==> src/design/txtkv_pkg.sv <==
// Package for the TXT record key/value parser.
// Holds the item and result types, the fixed key table and the codes.
// No dependencies.
package txtkv_pkg;

	localparam int NUM_KEYS = 11;
	localparam int KEY_MAX_CHARS = 10;
	localparam int RQ_DEPTH = 4;

	localparam logic OP_BEGIN = 1'b0;
	localparam logic OP_BYTE = 1'b1;

	localparam logic KIND_VALUE = 1'b0;
	localparam logic KIND_DONE = 1'b1;

	localparam logic STATUS_OK = 1'b0;
	localparam logic STATUS_ERROR = 1'b1;

	localparam logic [7:0] CHAR_EQUALS = 8'h3D;
	localparam logic [7:0] MIN_STRING_LEN = 8'd3;
	localparam logic [3:0] KEY_LEN_SAT = 4'd15;
	localparam logic [3:0] KEY_IDX_TXTVERS = 4'd0;

	// Key text is right-justified: the first character sits in the highest used byte.
	localparam logic [8*KEY_MAX_CHARS-1:0] KEY_TEXT [NUM_KEYS] = '{
		80'("txtvers"), 80'("parType"), 80'("forId"), 80'("forPar"),
		80'("trustId"), 80'("trustPar"), 80'("trustCurve"), 80'("type"),
		80'("trustNonce"), 80'("alg"), 80'("digest")
	};

	localparam logic [3:0] KEY_LEN [NUM_KEYS] = '{
		4'd7, 4'd7, 4'd5, 4'd6, 4'd7, 4'd8, 4'd10, 4'd4, 4'd10, 4'd3, 4'd6
	};

	typedef enum logic [1:0] {
		PH_IDLE,
		PH_LEN,
		PH_KEY,
		PH_VAL
	} phase_t;

	typedef struct packed {
		logic        opcode;
		logic [15:0] total_size;
		logic [7:0]  data_byte;
	} item_t;

	typedef struct packed {
		logic       kind;
		logic [3:0] key_index;
		logic [7:0] value_byte;
		logic       last_of_value;
		logic       status;
		logic       txtvers_first;
	} result_t;

	// Up to two results come out of one item; when there is only one it is in slot 0.
	typedef struct packed {
		logic    push0;
		result_t res0;
		logic    push1;
		result_t res1;
	} result_pair_t;

	function automatic logic [7:0] key_char(input int k, input logic [3:0] pos);
		logic [8*KEY_MAX_CHARS-1:0] text;
		logic [3:0] len;
		logic [3:0] sh;
		text = KEY_TEXT[k];
		len = KEY_LEN[k];
		sh = len - 4'd1 - pos;
		if (pos >= len) begin
			return 8'h00;
		end
		return text[{sh, 3'b000} +: 8];
	endfunction

	function automatic result_t make_value(input logic [3:0] idx, input logic [7:0] b,
			input logic last);
		result_t r;
		r.kind = KIND_VALUE;
		r.key_index = idx;
		r.value_byte = b;
		r.last_of_value = last;
		r.status = STATUS_OK;
		r.txtvers_first = 1'b0;
		return r;
	endfunction

	function automatic result_t make_done(input logic st, input logic tf);
		result_t r;
		r.kind = KIND_DONE;
		r.key_index = 4'd0;
		r.value_byte = 8'd0;
		r.last_of_value = 1'b0;
		r.status = st;
		r.txtvers_first = tf;
		return r;
	endfunction

endpackage

==> src/design/txtkv_parse_core.sv <==
// Parse state and per-byte decode for the TXT record parser.
// One item in, up to two results out in the same cycle. Depends on txtkv_pkg.
module txtkv_parse_core (
	input  logic                  clk,
	input  logic                  arst_n,
	input  logic                  item_valid,
	input  txtkv_pkg::item_t      item,
	output txtkv_pkg::result_pair_t results
);
	import txtkv_pkg::*;

	logic [15:0]         br_q, br_d;
	logic [7:0]          sr_q, sr_d;
	phase_t              ph_q, ph_d;
	logic [3:0]          kl_q, kl_d;
	logic [NUM_KEYS-1:0] cand_q, cand_d;
	logic [3:0]          cur_q, cur_d;
	logic                ven_q, ven_d;
	logic [NUM_KEYS-1:0] seen_q, seen_d;
	logic                fkp_q, fkp_d;
	logic                twf_q, twf_d;

	logic [15:0]         br_dec;
	logic [7:0]          sr_dec;
	logic [NUM_KEYS-1:0] match;
	logic [3:0]          sel;
	logic                done_now;
	logic                done_st;

	assign br_dec = br_q - 16'd1;
	assign sr_dec = sr_q - 8'd1;

	always_comb begin
		match = '0;
		sel = 4'd0;
		for (int i = 0; i < NUM_KEYS; i++) begin
			match[i] = cand_q[i] && (KEY_LEN[i] == kl_q);
		end
		for (int i = NUM_KEYS - 1; i >= 0; i--) begin
			if (match[i]) begin
				sel = 4'(i);
			end
		end
	end

	always_comb begin
		br_d = br_q;
		sr_d = sr_q;
		ph_d = ph_q;
		kl_d = kl_q;
		cand_d = cand_q;
		cur_d = cur_q;
		ven_d = ven_q;
		seen_d = seen_q;
		fkp_d = fkp_q;
		twf_d = twf_q;
		done_now = 1'b0;
		done_st = STATUS_OK;
		results = '0;

		if (item_valid) begin
			if (item.opcode == OP_BEGIN) begin
				br_d = item.total_size;
				seen_d = '0;
				fkp_d = 1'b1;
				twf_d = 1'b0;
				sr_d = 8'd0;
				kl_d = 4'd0;
				cand_d = '1;
				ven_d = 1'b0;
				cur_d = 4'd0;
				if (item.total_size == 16'd0) begin
					done_now = 1'b1;
				end else begin
					ph_d = PH_LEN;
				end
			end else begin
				case (ph_q)
					PH_IDLE: begin
					end
					PH_LEN: begin
						if (item.data_byte < MIN_STRING_LEN ||
								{8'd0, item.data_byte} >= br_q) begin
							done_now = 1'b1;
							done_st = STATUS_ERROR;
						end else begin
							sr_d = item.data_byte;
							br_d = br_dec;
							kl_d = 4'd0;
							cand_d = '1;
							ven_d = 1'b0;
							cur_d = 4'd0;
							ph_d = PH_KEY;
						end
					end
					PH_KEY: begin
						br_d = br_dec;
						sr_d = sr_dec;
						if (item.data_byte == CHAR_EQUALS) begin
							if (kl_q == 4'd0 || sr_dec == 8'd0) begin
								done_now = 1'b1;
								done_st = STATUS_ERROR;
							end else begin
								if (fkp_q) begin
									twf_d = match[KEY_IDX_TXTVERS];
									fkp_d = 1'b0;
								end
								if ((|match) && !seen_q[sel]) begin
									seen_d[sel] = 1'b1;
									ven_d = 1'b1;
									cur_d = sel;
								end
								ph_d = PH_VAL;
							end
						end else begin
							for (int i = 0; i < NUM_KEYS; i++) begin
								if (kl_q >= KEY_LEN[i] || key_char(i, kl_q) != item.data_byte) begin
									cand_d[i] = 1'b0;
								end
							end
							if (kl_q != KEY_LEN_SAT) begin
								kl_d = kl_q + 4'd1;
							end
							// A string with no '=' ends here and is skipped.
							if (sr_dec == 8'd0) begin
								fkp_d = 1'b0;
								if (br_dec == 16'd0) begin
									done_now = 1'b1;
								end else begin
									ph_d = PH_LEN;
								end
							end
						end
					end
					PH_VAL: begin
						br_d = br_dec;
						sr_d = sr_dec;
						if (ven_q) begin
							results.push0 = 1'b1;
							results.res0 = make_value(cur_q, item.data_byte, sr_dec == 8'd0);
						end
						if (sr_dec == 8'd0) begin
							ven_d = 1'b0;
							if (br_dec == 16'd0) begin
								done_now = 1'b1;
							end else begin
								ph_d = PH_LEN;
							end
						end
					end
					default: begin
					end
				endcase
			end

			if (done_now) begin
				ph_d = PH_IDLE;
				ven_d = 1'b0;
				if (results.push0) begin
					results.push1 = 1'b1;
					results.res1 = make_done(done_st, twf_d);
				end else begin
					results.push0 = 1'b1;
					results.res0 = make_done(done_st, twf_d);
				end
			end
		end
	end

	always_ff @(posedge clk or negedge arst_n) begin
		if (!arst_n) begin
			br_q <= 16'd0;
			sr_q <= 8'd0;
			ph_q <= PH_IDLE;
			kl_q <= 4'd0;
			cand_q <= '1;
			cur_q <= 4'd0;
			ven_q <= 1'b0;
			seen_q <= '0;
			fkp_q <= 1'b1;
			twf_q <= 1'b0;
		end else begin
			br_q <= br_d;
			sr_q <= sr_d;
			ph_q <= ph_d;
			kl_q <= kl_d;
			cand_q <= cand_d;
			cur_q <= cur_d;
			ven_q <= ven_d;
			seen_q <= seen_d;
			fkp_q <= fkp_d;
			twf_q <= twf_d;
		end
	end

endmodule

==> src/design/txtkv_result_queue.sv <==
// Small register queue for parser results: two pushes, one pop per cycle.
// Its head entry drives the output port directly. Depends on txtkv_pkg.
module txtkv_result_queue #(
	parameter int DEPTH = txtkv_pkg::RQ_DEPTH
) (
	input  logic                    clk,
	input  logic                    arst_n,
	input  txtkv_pkg::result_pair_t push,
	input  logic                    pop,
	output txtkv_pkg::result_t      head,
	output logic                    head_valid,
	output logic                    room_for_two
);
	import txtkv_pkg::*;

	localparam int AW = (DEPTH > 1) ? $clog2(DEPTH) : 1;
	localparam int CW = $clog2(DEPTH + 1);

	result_t       mem_q [DEPTH];
	logic [AW-1:0] wp_q;
	logic [AW-1:0] rp_q;
	logic [CW-1:0] count_q;
	logic [AW-1:0] wp_next;
	logic [1:0]    n_push;
	logic          do_pop;

	function automatic logic [AW-1:0] ptr_inc(input logic [AW-1:0] p);
		return (p == AW'(DEPTH - 1)) ? '0 : p + AW'(1);
	endfunction

	assign wp_next = ptr_inc(wp_q);
	assign n_push = {1'b0, push.push0} + {1'b0, push.push1};
	assign head_valid = (count_q != '0);
	assign do_pop = pop && head_valid;
	assign head = mem_q[rp_q];
	assign room_for_two = (count_q <= CW'(DEPTH - 2));

	always_ff @(posedge clk) begin
		if (push.push0) begin
			mem_q[wp_q] <= push.res0;
		end
		if (push.push1) begin
			mem_q[wp_next] <= push.res1;
		end
	end

	always_ff @(posedge clk or negedge arst_n) begin
		if (!arst_n) begin
			wp_q <= '0;
			rp_q <= '0;
			count_q <= '0;
		end else begin
			if (push.push1) begin
				wp_q <= ptr_inc(wp_next);
			end else if (push.push0) begin
				wp_q <= wp_next;
			end
			if (do_pop) begin
				rp_q <= ptr_inc(rp_q);
			end
			count_q <= count_q + CW'(n_push) - CW'(do_pop);
		end
	end

endmodule

==> src/design/txt_record_key_value_parser_top.sv <==
// Top level of the DNS-SD TXT record key/value parser.
// Uses txtkv_pkg, txtkv_parse_core and txtkv_result_queue.
//
//   channel   handshake            payload
//   input     in_valid/in_ready    opcode, total_size, data_byte
//   output    out_valid/out_ready  kind, key_index, value_byte, last_of_value,
//                                  status, txtvers_first
//
// One item per cycle is accepted while the result queue has space for two results.
// A transfer lands in the input register; the parse logic decodes it once the queue
// has space for two results and writes up to two results into the queue, whose
// head result is offered on the output port.
// The output port drains one result per cycle while out_ready is high, so a byte that
// also ends the record (value plus done) gives the output side two results to drain.
// Reset clears the parse state and the queue at once; no clearing pass is needed.
// Output stalls fill the queue and then hold in_ready low.
module txt_record_key_value_parser_top #(
	parameter int QUEUE_DEPTH = txtkv_pkg::RQ_DEPTH
) (
	input  logic        clk,
	input  logic        arst_n,
	input  logic        in_valid,
	output logic        in_ready,
	input  logic        opcode,
	input  logic [15:0] total_size,
	input  logic [7:0]  data_byte,
	output logic        out_valid,
	input  logic        out_ready,
	output logic        kind,
	output logic [3:0]  key_index,
	output logic [7:0]  value_byte,
	output logic        last_of_value,
	output logic        status,
	output logic        txtvers_first
);
	import txtkv_pkg::*;

	item_t        item_s1;
	logic         valid_s1;
	logic         room;
	logic         proc;
	result_pair_t pair;
	result_t      head;

	assign proc = valid_s1 && room;
	assign in_ready = !valid_s1 || room;

	always_ff @(posedge clk or negedge arst_n) begin
		if (!arst_n) begin
			valid_s1 <= 1'b0;
		end else if (in_ready) begin
			valid_s1 <= in_valid;
		end
	end

	always_ff @(posedge clk) begin
		if (in_valid && in_ready) begin
			item_s1.opcode <= opcode;
			item_s1.total_size <= total_size;
			item_s1.data_byte <= data_byte;
		end
	end

	txtkv_parse_core u_core (
		.clk        (clk),
		.arst_n     (arst_n),
		.item_valid (proc),
		.item       (item_s1),
		.results    (pair)
	);

	txtkv_result_queue #(
		.DEPTH (QUEUE_DEPTH)
	) u_queue (
		.clk          (clk),
		.arst_n       (arst_n),
		.push         (pair),
		.pop          (out_ready),
		.head         (head),
		.head_valid   (out_valid),
		.room_for_two (room)
	);

	assign kind = head.kind;
	assign key_index = head.key_index;
	assign value_byte = head.value_byte;
	assign last_of_value = head.last_of_value;
	assign status = head.status;
	assign txtvers_first = head.txtvers_first;

endmodule

==> config.mk <==
export PLATFORM = sky130hd
export DESIGN_NAME = txt_record_key_value_parser_top
export DESIGN_NICKNAME = d
export VERILOG_FILES = /design/src/design/txtkv_pkg.sv /design/src/design/txtkv_parse_core.sv /design/src/design/txtkv_result_queue.sv /design/src/design/txt_record_key_value_parser_top.sv
export SDC_FILE = /design/constraint.sdc
export NUM_CORES = 1
export LEC_CHECK = 0
export BUFFER_PORTS_ARGS = -buffer_cell sky130_fd_sc_hd__buf_2
export CAP_MARGIN = 5
export CORE_MARGIN = 2
export CORE_UTILIZATION = 33
export DETAILED_ROUTE_END_ITERATION = 8
export GPL_TIMING_DRIVEN = 0
export HOLD_SLACK_MARGIN = 0.08
export PLACE_DENSITY = 0.45
export SLEW_MARGIN = 20
export SYNTH_ARGS = -nofsm -noshare
export SYNTH_HDL_FRONTEND = slang
export SYNTH_SLANG_ARGS = --single-unit
==> constraint.sdc <==
create_clock -name clk -period 7.8 [get_ports clk]
set_input_delay 1.56 -clock clk [delete_from_list [all_inputs] [get_ports clk]]
set_output_delay 1.56 -clock clk [all_outputs]
set_load 0.1 [all_outputs]
# Yosys cells after proc, flatten, opt, wreduce, memory -nomap -nowiden
# Memories as Yosys holds them, arrays and structs flattened.
# Index checks and enable logic that the tools add are counted.
[op_classes]
order_cmp = 12
n_eq_ne = 59
reduce_logical = 58
n_mux = 203
n_shift = 11
add_sub_neg = 16
n_bitwise = 1
[op_table]
columns = ["cell", "n"]
rows = [
  ["80-bit by 8-bit variable part select with 8-bit output (first input constant)", 11],
  ["8-bit two-way mux", 64],
  ["11-bit two-way mux", 8],
  ["8-bit inequality test", 11],
  ["17-bit two-way mux", 5],
  ["1-bit two-way mux", 78],
  ["4-bit two-way mux", 19],
  ["5-bit AND reduction", 14],
  ["34-bit two-way mux", 2],
  ["16-bit two-way mux", 3],
  ["3-bit by 2-bit inequality test with 1-bit output (second input constant)", 15],
  ["16-bit logical NOT", 2],
  ["16-bit case mux with 2 select lines", 1],
  ["2-bit two-way mux", 13],
  ["11-bit case mux with 2 select lines", 1],
  ["3-bit by 4-bit equality test with 1-bit output (first input constant)", 4],
  ["4-bit by 3-bit greater-or-equal comparator with 1-bit output (second input constant)", 4],
  ["8-bit by 16-bit greater-or-equal comparator with 1-bit output", 1],
  ["1-bit logical AND", 16],
  ["4-bit case mux with 2 select lines", 2],
  ["8-bit case mux with 2 select lines", 1],
  ["16-bit by 1-bit subtractor with 16-bit output (second input constant)", 1],
  ["3-bit by 4-bit subtractor with 4-bit output (first input constant)", 4],
  ["3-bit inequality test (second input constant)", 5],
  ["other kinds (44)", 75],
]
[totals]
mem_count = 1
ramBits = 64
out_inout_bits = 18
regBits = 92
[memory_table]
columns = ["name", "words", "width", "read_ports", "rd_clocked_by_memory_dff", "write_ports", "line", "text"]
rows = [
  ["u_queue.mem_q", 4, 16, 1, 0, 2, "txtkv_result_queue.sv:19", "result_t mem_q [DEPTH];"],
]

# Logic depth before layout (Yosys ltp)
# Gate-level depths: netlist of the first run.
[depth]
word_depth = 23
depth_mapped = 16

# By module
# A second synthesis of the first run with hierarchy kept.
[hier_totals]
cells_unflattened = 1112
hier_area_um2 = 11160.7
[by_module_without_submodules]
columns = ["module", "cells_per_inst", "instances", "area_per_inst_um2"]
rows = [
  ["txtkv_parse_core", 875, 1, 6681.4],
  ["txtkv_result_queue", 207, 1, 3668.5],
  ["txt_record_key_value_parser_top", 30, 1, 810.8],
]

# Worst setup path after synthesis of the first run
# OpenSTA, ideal clock, no wires.
[synth_timing]
kind = "flip-flop to flip-flop"
from = "register u_core.kl_q[0]"
to = "register u_queue.count_q[2]"
t_arrival_ns = 3.958
path_stages_with_launch = 17
path_slack_ns = 3.720
path_buffers = 5
setup_ns = 0.123
path_cell_list = "dfrtp_1 > clkbuf_1 > clkbuf_1 > clkbuf_1 > inv_1 > ha_1 > clkbuf_1 > nand2_1 > a21oi_1 > nand2b_1 > o31ai_4 > buf_2 > ha_1 > inv_1 > fa_1 > fa_1 > xnor2_1"
[synth_between]
elab_chain_cells = 12
[synth_lines]
columns = ["item", "line", "text"]
rows = [
  ["start: declaration", "txtkv_parse_core.sv:15", "logic [3:0] kl_q, kl_d;"],
  ["start signal: assignment", "txtkv_parse_core.sv:186", "kl_q <= kl_d;"],
  ["4-bit logical NOT", "txtkv_parse_core.sv:100", "if (kl_q == 4'd0 || sr_dec == 8'd0) begin"],
  ["1-bit logical OR", "txtkv_parse_core.sv:100", ""],
  ["1-bit two-way mux", "txtkv_parse_core.sv:100", ""],
  ["1-bit two-way mux", "txtkv_parse_core.sv:99", "if (item.data_byte == CHAR_EQUALS) begin"],
  ["1-bit case mux with 3 select lines", "txtkv_parse_core.sv:78", "case (ph_q)"],
  ["1-bit two-way mux", "txtkv_parse_core.sv:62", "if (item.opcode == OP_BEGIN) begin"],
  ["1-bit two-way mux", "txtkv_parse_core.sv:61", "if (item_valid) begin"],
  ["34-bit two-way mux", "txtkv_parse_core.sv:156", "if (done_now) begin"],
  ["34-bit two-way mux", "txtkv_parse_core.sv:61", ""],
  ["1-bit by 1-bit adder with 2-bit output", "txtkv_result_queue.sv:32", "assign n_push = {1'b0, push.push0} + {1'b0, push.push1};"],
  ["3-bit by 2-bit adder with 3-bit output", "txtkv_result_queue.sv:61", "count_q <= count_q + CW'(n_push) - CW'(do_pop);"],
  ["3-bit by 1-bit subtractor with 3-bit output", "txtkv_result_queue.sv:61", ""],
  ["end signal: assignment", "txtkv_result_queue.sv:61", ""],
  ["end: declaration", "txtkv_result_queue.sv:22", "logic [CW-1:0] count_q;"],
]
# Every way passes these cells. The select of a mux whose other input is x is not followed.
# A chain may end at the register's enable or synchronous reset.

# Final worst setup path of the first run
# Same ends and word-level chain as after synthesis.

==> results of run 1 <==
==> registers in the layout (all words and copies together) (netlist names), 3 cells and up <==
| register | cells |
|---|---|
| u_queue.count_q | 3 |
| u_core.seen_q | 11 |
| u_core.kl_q | 4 |
| u_core.sr_q | 8 |
| u_core.cand_q | 11 |
| u_core.br_q | 16 |
| u_core.cur_q | 4 |
| item_s1 | 25 |
| u_queue.mem_q | 64 |
==> worst register-to-register path, cell delays in order, from the launching register on <==
cell,delay [ns]
dfrtp_1,0.47
clkbuf_1,0.39
clkbuf_1,0.58
clkbuf_1,0.49
inv_1,0.30
ha_1,0.27
clkbuf_1,0.26
nand2_1,0.29
a21oi_1,0.15
nand2b_1,0.34
o31ai_4,0.60
buf_2,0.38
ha_1,0.18
inv_1,0.05
fa_1,0.41
fa_1,0.42
xnor2_1,0.14
==> power by group through the flow <==
stage / Sequential [mW] / Clock (mW) / Combinational [mW]
global placement: 1.31 / 0 / 2.37
detailed placement: 1.30 / 0 / 2.38
global route: 1.32 / 0.927 / 2.63
floorplan: 1.24 / 0 / 1.78
finish: 1.29 / 0.870 / 2.39
CTS: 1.29 / 0.887 / 2.39
==> logic make-up (layout without fill, tap and decap cells) <==
kind of cell,count (synthesis),after routing,synth area share [%]
mux,29,29,4.798
flops,156,156,37.12
simple gates,406,406,19.53
xor+xnor,45,45,3.807
buf+inv,143,222,5.414
fa+ha+maj,47,47,5.825
compound gates,345,345,23.50
==> synthesized netlist by cell type, types with 13 or more instances <==
library cell    n  share of area (%)
edfxtp_1       37                 11
a32oi_1        38                3.2
and3_1         17                1.0
xnor2_1        33                2.8
o21ai_0        78                3.8
nand4_1        13               0.79
o31ai_1        15                1.1
ha_1           45                5.4
clkbuf_1       71                2.6
inv_1          53                1.9
a21o_1         13               0.94
nand2b_1       20                1.2
o22ai_1        14               0.85
dfrtp_1        55                 13
nor4_1         16               0.97
nand3_1        49                2.4
o211ai_1       14                1.0
nor2_1        118                4.3
nand2_1        89                3.2
a21oi_1        70                3.4
dfxtp_1        52                 10
mux4_2         16                3.5
nor3_1         24                1.2
==> worst min path at each step <==
| stage | to | slack, ns | cells after the start |
|---|---|---|---|
| after floorplan | u_core.fkp_q | 0.44 | 2 |
| after global placement | u_core.fkp_q | 0.45 | 2 |
| after detailed placement | u_core.fkp_q | 0.46 | 2 |
| after CTS | u_core.fkp_q | 0.46 | 2 |
| after global routing | u_core.fkp_q | 0.47 | 2 |
| final | u_core.fkp_q | 0.46 | 2 |
==> per-layer routing <==
metal,vias up,global-route usage [%]
li1,4495,-
met1,4565,31.15
met5,-,0
met3,50,3.830
met4,0,6.894
met2,270,34.01
==> through the flow <==
step	utilization, %	hold slack (ns)
2_1_floorplan	-	0.4393
3_3_place_gp	36.03	0.4532
3_5_place_dp	36.13	0.4551
4_1_cts	38.08	0.4624
5_1_grt	38.09	0.4717
6_report	38.09	0.4599
==> final cells by class <==
type | count | area share [%]
Buffer | 87 | 2.991
Clock buffer | 21 | 4.038
Clock inverter | 11 | 1.090
Inverter | 56 | 1.795
Multi-Input combinational cell | 872 | 50.81
Sequential cell | 156 | 32.82
Tap cell | 396 | 4.231
Timing Repair Buffer | 47 | 2.222
==> key figures, run 1 <==
Placed design
  • Placed cell area: 11,110 um^2
  • PortBufs: 46
  • Gpl congestion: just over 0.9
  • Placed Cells: 1,614
  • Pre-CTS WS: 2.040 ns
  • HPWL Detailed: 25.45 mm

Clocking
  • CTS root buffer: clkbuf_16
  • Postcts setup bufs: 0
  • H-tree levels: 4
  • Worst skew pair latency: about 0.44 ns
  • Cts hold-fix bufs: 0
  • CTS tree: built
  • Max clock buf depth: 2
  • Post-cts repair resize count: 0
  • Clk sink count: 156
  • Clock transition at path regs: approximately 0.060 ns
  • CTS buffer count: 17

Route
  • M1 WL: roughly 17 mm
  • Routed Antenna Nets: 0
  • Final WL: 35.67 mm
  • Via count: 9,380
  • Metal2 WL: roughly 16 mm
  • Metal3 WL: approximately 1.7 mm
  • Vias per cell: between 5 and 6
  • Avg WL per Cell: 21.67 um
  • Top Layer Used: met4
  • First DRT Iteration DRCs: 750
  • 1st-pass router iterations: 5
  • DRC: 0

Setup path
  • Required time of the critical path: just over 8 ns
  • Instance count on the critical path: 16
  • Crit path DAT: approximately 6.2 ns
  • CP top delay family: buffers and inverters
  • Worst setup path endpoint: u_queue.count_q[2]
  • Critical path's slowest cell: o31ai_4
  • Crit-path most repeated cell: clkbuf_1
  • Reg2Reg Depth: 16
  • CP max FO: 10
  • CP Cell Sequence: clkbuf_1, clkbuf_1, clkbuf_1, inv_1, ha_1, clkbuf_1, nand2_1, a21oi_1, nand2b_1, o31ai_4, buf_2, ha_1, inv_1, fa_1, fa_1, xnor2_1
  • Reg-to-reg slack, setup: between 1.5 and 2 ns
  • Worst path bufs/invs: 7
  • RR Endpoint: u_queue.count_q[2]
  • Crit path kind: reg -> reg
  • CP startpoint: u_core.kl_q[0]
  • R2r startpoint: u_core.kl_q[0]
  • Worst stage delay on the critical path: 0.60 ns
  • CP Launch Type: flip-flop
  • Critical path capture point type: flip-flop

Global routing
  • Pin count of the biggest net entering global routing: 50
  • Number of global-route vias before repair: 9,457
  • Initial antenna violation count: 0
  • Total grt overflow: 0
  • Aggregate global-route resource usage: 21.98%
  • First-pass GRT wire length: about 56 mm

Timing
  • Max Freq: 171.4 MHz
  • Final Max Slew Viols: 0
  • Final Cycle Share: approximately 75%
  • Slew margin rel.: 28.54%
  • Final WS setup: 1.967 ns
  • Layout Skew: roughly 0.011 ns
  • Worst Tran Pin Value: 1.072 ns
  • RSZ-0062 raised after global routing: false
  • Final setup fails: 0
  • Fin crit period: slightly below 6 ns
  • Setup_tns: 0 ns
  • Final hold violations: 0

Floorplanning
  • Starting Density: approximately 34%
  • Total I/O pin count: 47
  • DIE AREA: 32,810 um^2
  • Rows: 64
  • Die Span X: 181.1 um
  • Die Y: roughly 180 um
  • Core area: around 31,000 um^2

Synthesis
  • Seq/Total Area, Yosys: 37.12%
  • YS warnings: 0
  • Mapped Nets: between 1,000 and 1,500
  • Post-synth EDFFs: 37
  • Yosys reg bits: 156
  • Cell Area, Synth: 10,350 um^2
  • FFs w/ async S/R, synth: 42.95%
  • Mapped Cells: between 1,000 and 1,500
  • Synth Flop Type: dfrtp_1
  • Count of cell types in the netlist: 82
  • Synthesized area per cell: roughly 8.8 um^2

Cells and area
  • Nets@finish: 1,313
  • Finished Layout Cells: 1,646
  • Number of fill cells: ~3,200
  • Multi-input logic area: roughly 6000 um^2
  • Final instance area: approximately 12,000 um^2
  • Antenna cells: 0
  • Register area: about 3800 um^2
  • Most frequent cells in the layout: 118 x nor2_1, 89 x nand2_1, 78 x o21ai_0
  • Layout cells sized above 1: between 10% and 20%
  • Most common cell after layout, fill and taps aside: nor2_1
  • P&R area growth vs syn: 13.11%

Status
  • Outcome: complete, no violations

Power and ir drop
  • Clk pwr share: 19.1%
  • Combinational share of power: between 50% and 60%
  • Flop pwr share: between 20% and 30%
  • Switching Fraction: roughly 48%
  • NetSw: ~2.2 mW
  • Leak: between 4 and 5 nW
  • Power, Total: 4.558 mW
  • PwrDens: roughly 390 nW/um^2
  • Peak supply drop: around 200 uV
  • Internal power: around 2.4 mW

Job
  • Max Cap Viol: 0

Worst hold path
  • Min-delay src: u_core.fkp_q
  • Worst Hold Class: reg -> reg
(Power assumes the default switching activity.)
==> inputs of run 2 (changes only) <==
PLACE_DENSITY = 0.47   (was 0.45)
clock period = 5.2 ns   (was 7.8 ns; I/O delays follow)
==> run 2 against run 1 <==
  * Combinational power increased by 50%
  * Core utilization is 0.094 points lower
  * Flip-flop and latch count unchanged
  * Critical path depth decreased by 1
  * Via count rose by 0.87%
  * Critical path type unchanged
==> key figures, run 2 (synthesis gave the netlist of run 1 again) <==
Setup path
  • Required time of the critical path: 5.51 ns
  • CP Launch Type: flip-flop
  • Reg-to-reg slack, setup: approximately 0.28 ns
  • Reg2Reg Depth: 15
  • CP Cell Sequence: clkbuf_1, clkbuf_2, clkbuf_2, inv_1, ha_1, nand2_1, a21oi_1, nand2b_1, o31ai_4, buf_2, ha_1, inv_1, fa_1, fa_1, xnor2_1
  • CP max FO: 10
  • R2r startpoint: u_core.kl_q[0]
  • Critical path's slowest cell: ha_1
  • Critical path capture point type: flip-flop
  • Worst stage delay on the critical path: ~0.52 ns
  • RR Endpoint: u_queue.count_q[2]
  • Crit path DAT: ~5.2 ns
  • Crit path kind: reg -> reg

Timing
  • RSZ-0062 raised after global routing: false
  • Worst Tran Pin Value: 0.9955 ns
  • Final hold violations: 0
  • Max Freq: ~200 MHz
  • Hold Slack: around 0.46 ns
  • Final WS setup: ~0.28 ns
  • Slew margin rel.: between 30% and 40%
  • Fin crit period: 4.920 ns
  • Final Cycle Share: ~95%
  • Layout Skew: about 0.010 ns
  • Final Max Slew Viols: 0
  • Final setup fails: 0

Clocking
  • Worst skew pair latency: roughly 0.43 ns
  • H-tree levels: 4
  • CTS root buffer: clkbuf_16
  • Max clock buf depth: 2
  • Clock transition at path regs: about 0.07 ns
  • CTS tree: built
  • CTS buffer count: 17
  • Clk sink count: roughly 160

Power and ir drop
  • Leak: roughly 4.6 nW
  • Peak supply drop: between 400 and 500 uV
  • Power, Total: ~6.7 mW
  • PwrDens: roughly 580 nW/um^2

Floorplanning
  • Total I/O pin count: 47
  • DIE AREA: around 33,000 um^2
  • Die Y: between 150 and 200 um
  • Starting Density: roughly a third
  • Die Span X: approximately 180 um
  • Core area: 30,750 um^2
  • Rows: 64

Cells and area
  • Antenna cells: 0
  • Largest regs: u_queue.mem_q x64, item_s1 x25, u_core.br_q x16
  • Finished Layout Cells: around 1,600
  • Register area: roughly 3800 um^2
  • Layout cells sized above 1: between 10% and 20%
  • Most common cell after layout, fill and taps aside: nor2_1
  • Number of fill cells: between 3,000 and 4,000
  • Final instance area: roughly 12,000 um^2
  • P&R area growth vs syn: 12.83%
  • Max FFs per register: between 60 and 70
  • Multi-input logic area: 5957 um^2
  • Biggest register: u_queue.mem_q
  • Most frequent cells in the layout: 118 x nor2_1, 89 x nand2_1, 78 x o21ai_0
  • Nets@finish: 1,313

Route
  • Routed Antenna Nets: 0
  • Vias per cell: between 5 and 6
  • 1st-pass router iterations: 7
  • First DRT Iteration DRCs: around 660
  • Via count: around 9,500
  • DRC: 0
  • Avg WL per Cell: around 21 um
  • Final WL: around 35 mm

Global routing
  • Aggregate global-route resource usage: 21.28%
  • Initial antenna violation count: 0
  • Total grt overflow: 0
  • Number of global-route vias before repair: slightly above 9,000
  • First-pass GRT wire length: approximately 54 mm
  • Pin count of the biggest net entering global routing: 49

Placed design
  • Placed cell area: about 11,000 um^2
  • Pre-CTS WS: -0.5029 ns
  • HPWL Detailed: 25.19 mm
  • Gpl congestion: between 0.8 and 0.9
  • PortBufs: 46
  • Placed Cells: ~1,600

Worst hold path
  • Worst Hold Class: reg -> reg
  • Min-delay src: u_core.fkp_q
  • Worst Hold End: u_core.fkp_q
  • Hold Path Cell Cnt: 2

Status
  • Outcome: complete, no violations

Job
  • Max Cap Viol: 0
[run 2: changes by cell type in the layout (fill, tap and decap cells not counted), sizes merged]
cell / change
clkinv: +4
clkbuf: +1
buf: +1
bufinv: -2
inv: -4
[run 2: cell type report]
| class | instances | area share [%] |
|---|---|---|
| clock inverter | 9 | 0.5034 |
| buffer | 86 | 2.988 |
| timing repair buffer | 48 | 2.292 |
| inverter | 56 | 1.799 |
| clock buffer | 23 | 4.284 |
| multi-input combinational | 872 | 50.99 |
| sequential | 156 | 32.90 |
| tap | 396 | 4.241 |
[run 2: per-stage QoR]
step                TNS (ns)  util (%)
floorplan                  0         -
global placement      -2.597     36.03
detailed placement    -1.671     36.13
CTS                        0     37.98
global route               0     37.99
finish                     0     37.99
[run 2: layer usage]
metal	vias up	GRT usage [%]	wire [um]	share of wire (%)
met3	45	2.963	1753	5.0
li1	4483	-	-	-
met4	0	6.179	733	2.1
met2	297	33.89	15840	46
met1	4637	30.05	16390	47
met5	-	0	0	0
[run 2: how the worst max path moves through the flow]
stage / startpoint / endpoint / depth (start not counted)
after detailed placement: u_core.kl_q[0] / u_queue.count_q[2] / 16
after global routing: u_core.kl_q[0] / u_queue.count_q[2] / 15
final: u_core.kl_q[0] / u_queue.count_q[2] / 15
after global placement: u_core.kl_q[0] / u_queue.count_q[2] / 16
after CTS: u_core.kl_q[0] / u_queue.count_q[2] / 16
after floorplan: u_core.kl_q[0] / u_queue.count_q[2] / 16
[run 2: critical path, delay by kind of cell (launching register included)]
kind            cells  cell delay (ns)
fa+ha+maj           4             1.65
buf+inv             6             1.45
xor+xnor            1             0.14
flops               1             0.46
simple gates        2             0.69
compound gates      2             0.41
[run 2: where the power goes]
part / switching [mW] / internal, mW
Combinational: 2.47 / 1.12
Sequential: 0.281 / 1.66
Clock: 0.519 / 0.680
Total: 3.27 / 3.46
[run 2: timing repair]
item                                    CTS  global route
resized for setup                         1             3
hold buffers                              0             0
endpoints found under the setup margin   16            16
buffers inserted                          1             0
pin swaps                                 1             0
endpoints found under the hold margin     0             0
==> inputs of run 3 (changes only) <==
PLACE_DENSITY = 0.45   (was 0.47)
clock period = 5.28 ns   (was 5.2 ns; I/O delays follow)
==> run 3 against run 2 <==
  * Worst hold slack improved by 0.00066 ns
  * Clock skew increased by 0.0017 ns
  * Critical path type unchanged
  * Die area unchanged
  * Global-route usage increased by 0.72 points
  * Flip-flop and latch count unchanged
  * Sequential share of layout area decreased by 0.12 points
  * Fmax decreased by 0.31%
  * Non-clock buffer count unchanged
==> key figures, run 3 (synthesis gave the netlist of run 1 again) <==
Status
  • Outcome: complete, no violations

Cells and area
  • Antenna cells: 0
  • Most common cell after layout, fill and taps aside: nor2_1
  • Nets@finish: roughly 1,300
  • Biggest register: u_queue.mem_q
  • Max FFs per register: 64
  • Most frequent cells in the layout: 118 x nor2_1, 89 x nand2_1, 78 x o21ai_0
  • P&R area growth vs syn: 13.23%
  • Layout cells sized above 1: between 10% and 20%
  • Final instance area: 11,720 um^2
  • Largest regs: u_queue.mem_q x64, item_s1 x25, u_core.br_q x16

Global routing
  • Pin count of the biggest net entering global routing: 50
  • Total grt overflow: 0
  • Number of global-route vias before repair: between 9,000 and 10,000
  • Initial antenna violation count: 0
  • First-pass GRT wire length: approximately 56 mm
  • Aggregate global-route resource usage: 22.00%

Setup path
  • Crit path DAT: approximately 5.3 ns
  • Critical path capture point type: flip-flop
  • Required time of the critical path: between 5 and 6 ns
  • CP Launch Type: flip-flop
  • Crit path kind: reg -> reg
  • Reg-to-reg slack, setup: around 0.34 ns
  • CP max FO: 10

Placed design
  • Placed cell area: 11,110 um^2
  • HPWL Detailed: approximately 25 mm
  • Gpl congestion: around 0.9
  • PortBufs: between 40 and 50

Power and ir drop
  • Power, Total: between 6 and 7 mW
  • Leak: 4.669 nW
  • PwrDens: approximately 580 nW/um^2
  • Peak supply drop: between 200 and 300 uV

Clocking
  • Clock transition at path regs: 0.07 ns
  • CTS tree: built
  • Max clock buf depth: 2
  • CTS root buffer: clkbuf_16
  • Cts hold-fix bufs: 0
  • Worst skew pair latency: 0.44 ns
  • Clk sink count: 156
  • H-tree levels: 4
  • CTS buffer count: 17

Route
  • Final WL: 35.75 mm
  • DRC: 0
  • 1st-pass router iterations: 7
  • First DRT Iteration DRCs: 710
  • Vias per cell: approximately 5.7
  • Routed Antenna Nets: 0
  • Avg WL per Cell: ~22 um
  • Via count: 9,420

Floorplanning
  • Die Span X: between 150 and 200 um
  • Die Y: 181.1 um
  • Rows: 64
  • Total I/O pin count: 47
  • DIE AREA: about 33,000 um^2
  • Core area: 30,750 um^2
  • Starting Density: 33.67%

Timing
  • Fin crit period: 4.935 ns
  • Worst Tran Pin Value: 1.073 ns
  • Layout Skew: ~0.012 ns
  • Final hold violations: 0
  • RSZ-0062 raised after global routing: false
  • Final setup fails: 0
  • Final Max Slew Viols: 0
  • Final Cycle Share: approximately 93%
  • Hold Slack: 0.4596 ns
  • Max Freq: approximately 200 MHz
  • Slew margin rel.: between 20% and 30%

Worst hold path
  • Worst Hold Class: reg -> reg

Job
  • Max Cap Viol: 0
==> run 3: cell count changes in the layout (fill, tap and decap cells not counted), sizes merged <==
cell / delta
clkinv: -4
bufinv: +2
inv: +4
clkbuf: -2
==> run 3: power breakdown <==
group | internal (mW) | total [mW] | switching [mW]
clock | 0.745 | 1.29 | 0.540
sequential | 1.63 | 1.91 | 0.283
combinational | 1.10 | 3.54 | 2.44
==> run 3: cell type report <==
| type | instances | area, um^2 |
|---|---|---|
| Timing Repair Buffer | 48 | 267.8 |
| Clock inverter | 11 | 127.6 |
| Inverter | 56 | 210.2 |
| Multi-Input combinational cell | 872 | 5957 |
| Sequential cell | 156 | 3844 |
| Buffer | 86 | 349.1 |
| Fill cell | 3159 | 19030 |
| Clock buffer | 21 | 473.0 |
| Tap cell | 396 | 495.5 |
==> run 3: per-layer routing <==
layer / global-route usage (%) / share of wire [%] / vias to the layer above
met4: 6.894 / 2.2 / 0
li1: - / - / 4497
met2: 34.04 / 44 / 265
met5: 0 / 0 / -
met1: 31.19 / 49 / 4609
met3: 3.830 / 5.0 / 49
==> run 3: what timing repair did <==
item                                    in CTS  in global routing
endpoints found under the setup margin      17                 22
buffers inserted                             1                  0
pin swaps                                    1                  0
gates resized for setup                      1                  3
hold endpoints to repair                     0                  0
==> run 3: worst max-delay path: stages, from the launching register on <==
cell	delay (ns)
dfrtp_1	0.47
clkbuf_1	0.37
clkbuf_2	0.38
clkbuf_2	0.32
inv_1	0.21
ha_1	0.31
clkbuf_1	0.33
nand3_1	0.24
nand2_1	0.10
o21ai_0	0.54
a211oi_1	0.14
nor4_2	0.61
nand2_1	0.21
clkbuf_1	0.30
o31ai_1	0.29
==> run 3: final timing paths <==
kind                                start  cells after the start               end
min reg2reg                  u_core.fkp_q                      2      u_core.fkp_q
max reg2reg                u_core.kl_q[0]                     14  u_core.seen_q[0]
max                        u_core.kl_q[0]                     14  u_core.seen_q[0]
max in group asynchronous          arst_n                      2  u_core.cand_q[6]
min                          u_core.fkp_q                      2      u_core.fkp_q
min in group asynchronous          arst_n                      1   u_queue.rp_q[1]
==> run 3: metrics by stage <==
stage	TNS (ns)	cells	util [%]	setup slack (ns)
CTS	0	1647	38.11	0.01246
finish	0	1646	38.13	0.3447
global placement	-5.132	1613	36.03	-0.5832
detailed placement	-2.597	1614	36.13	-0.4798
floorplan	0	1171	-	1.200
global route	0	1646	38.13	0.06208
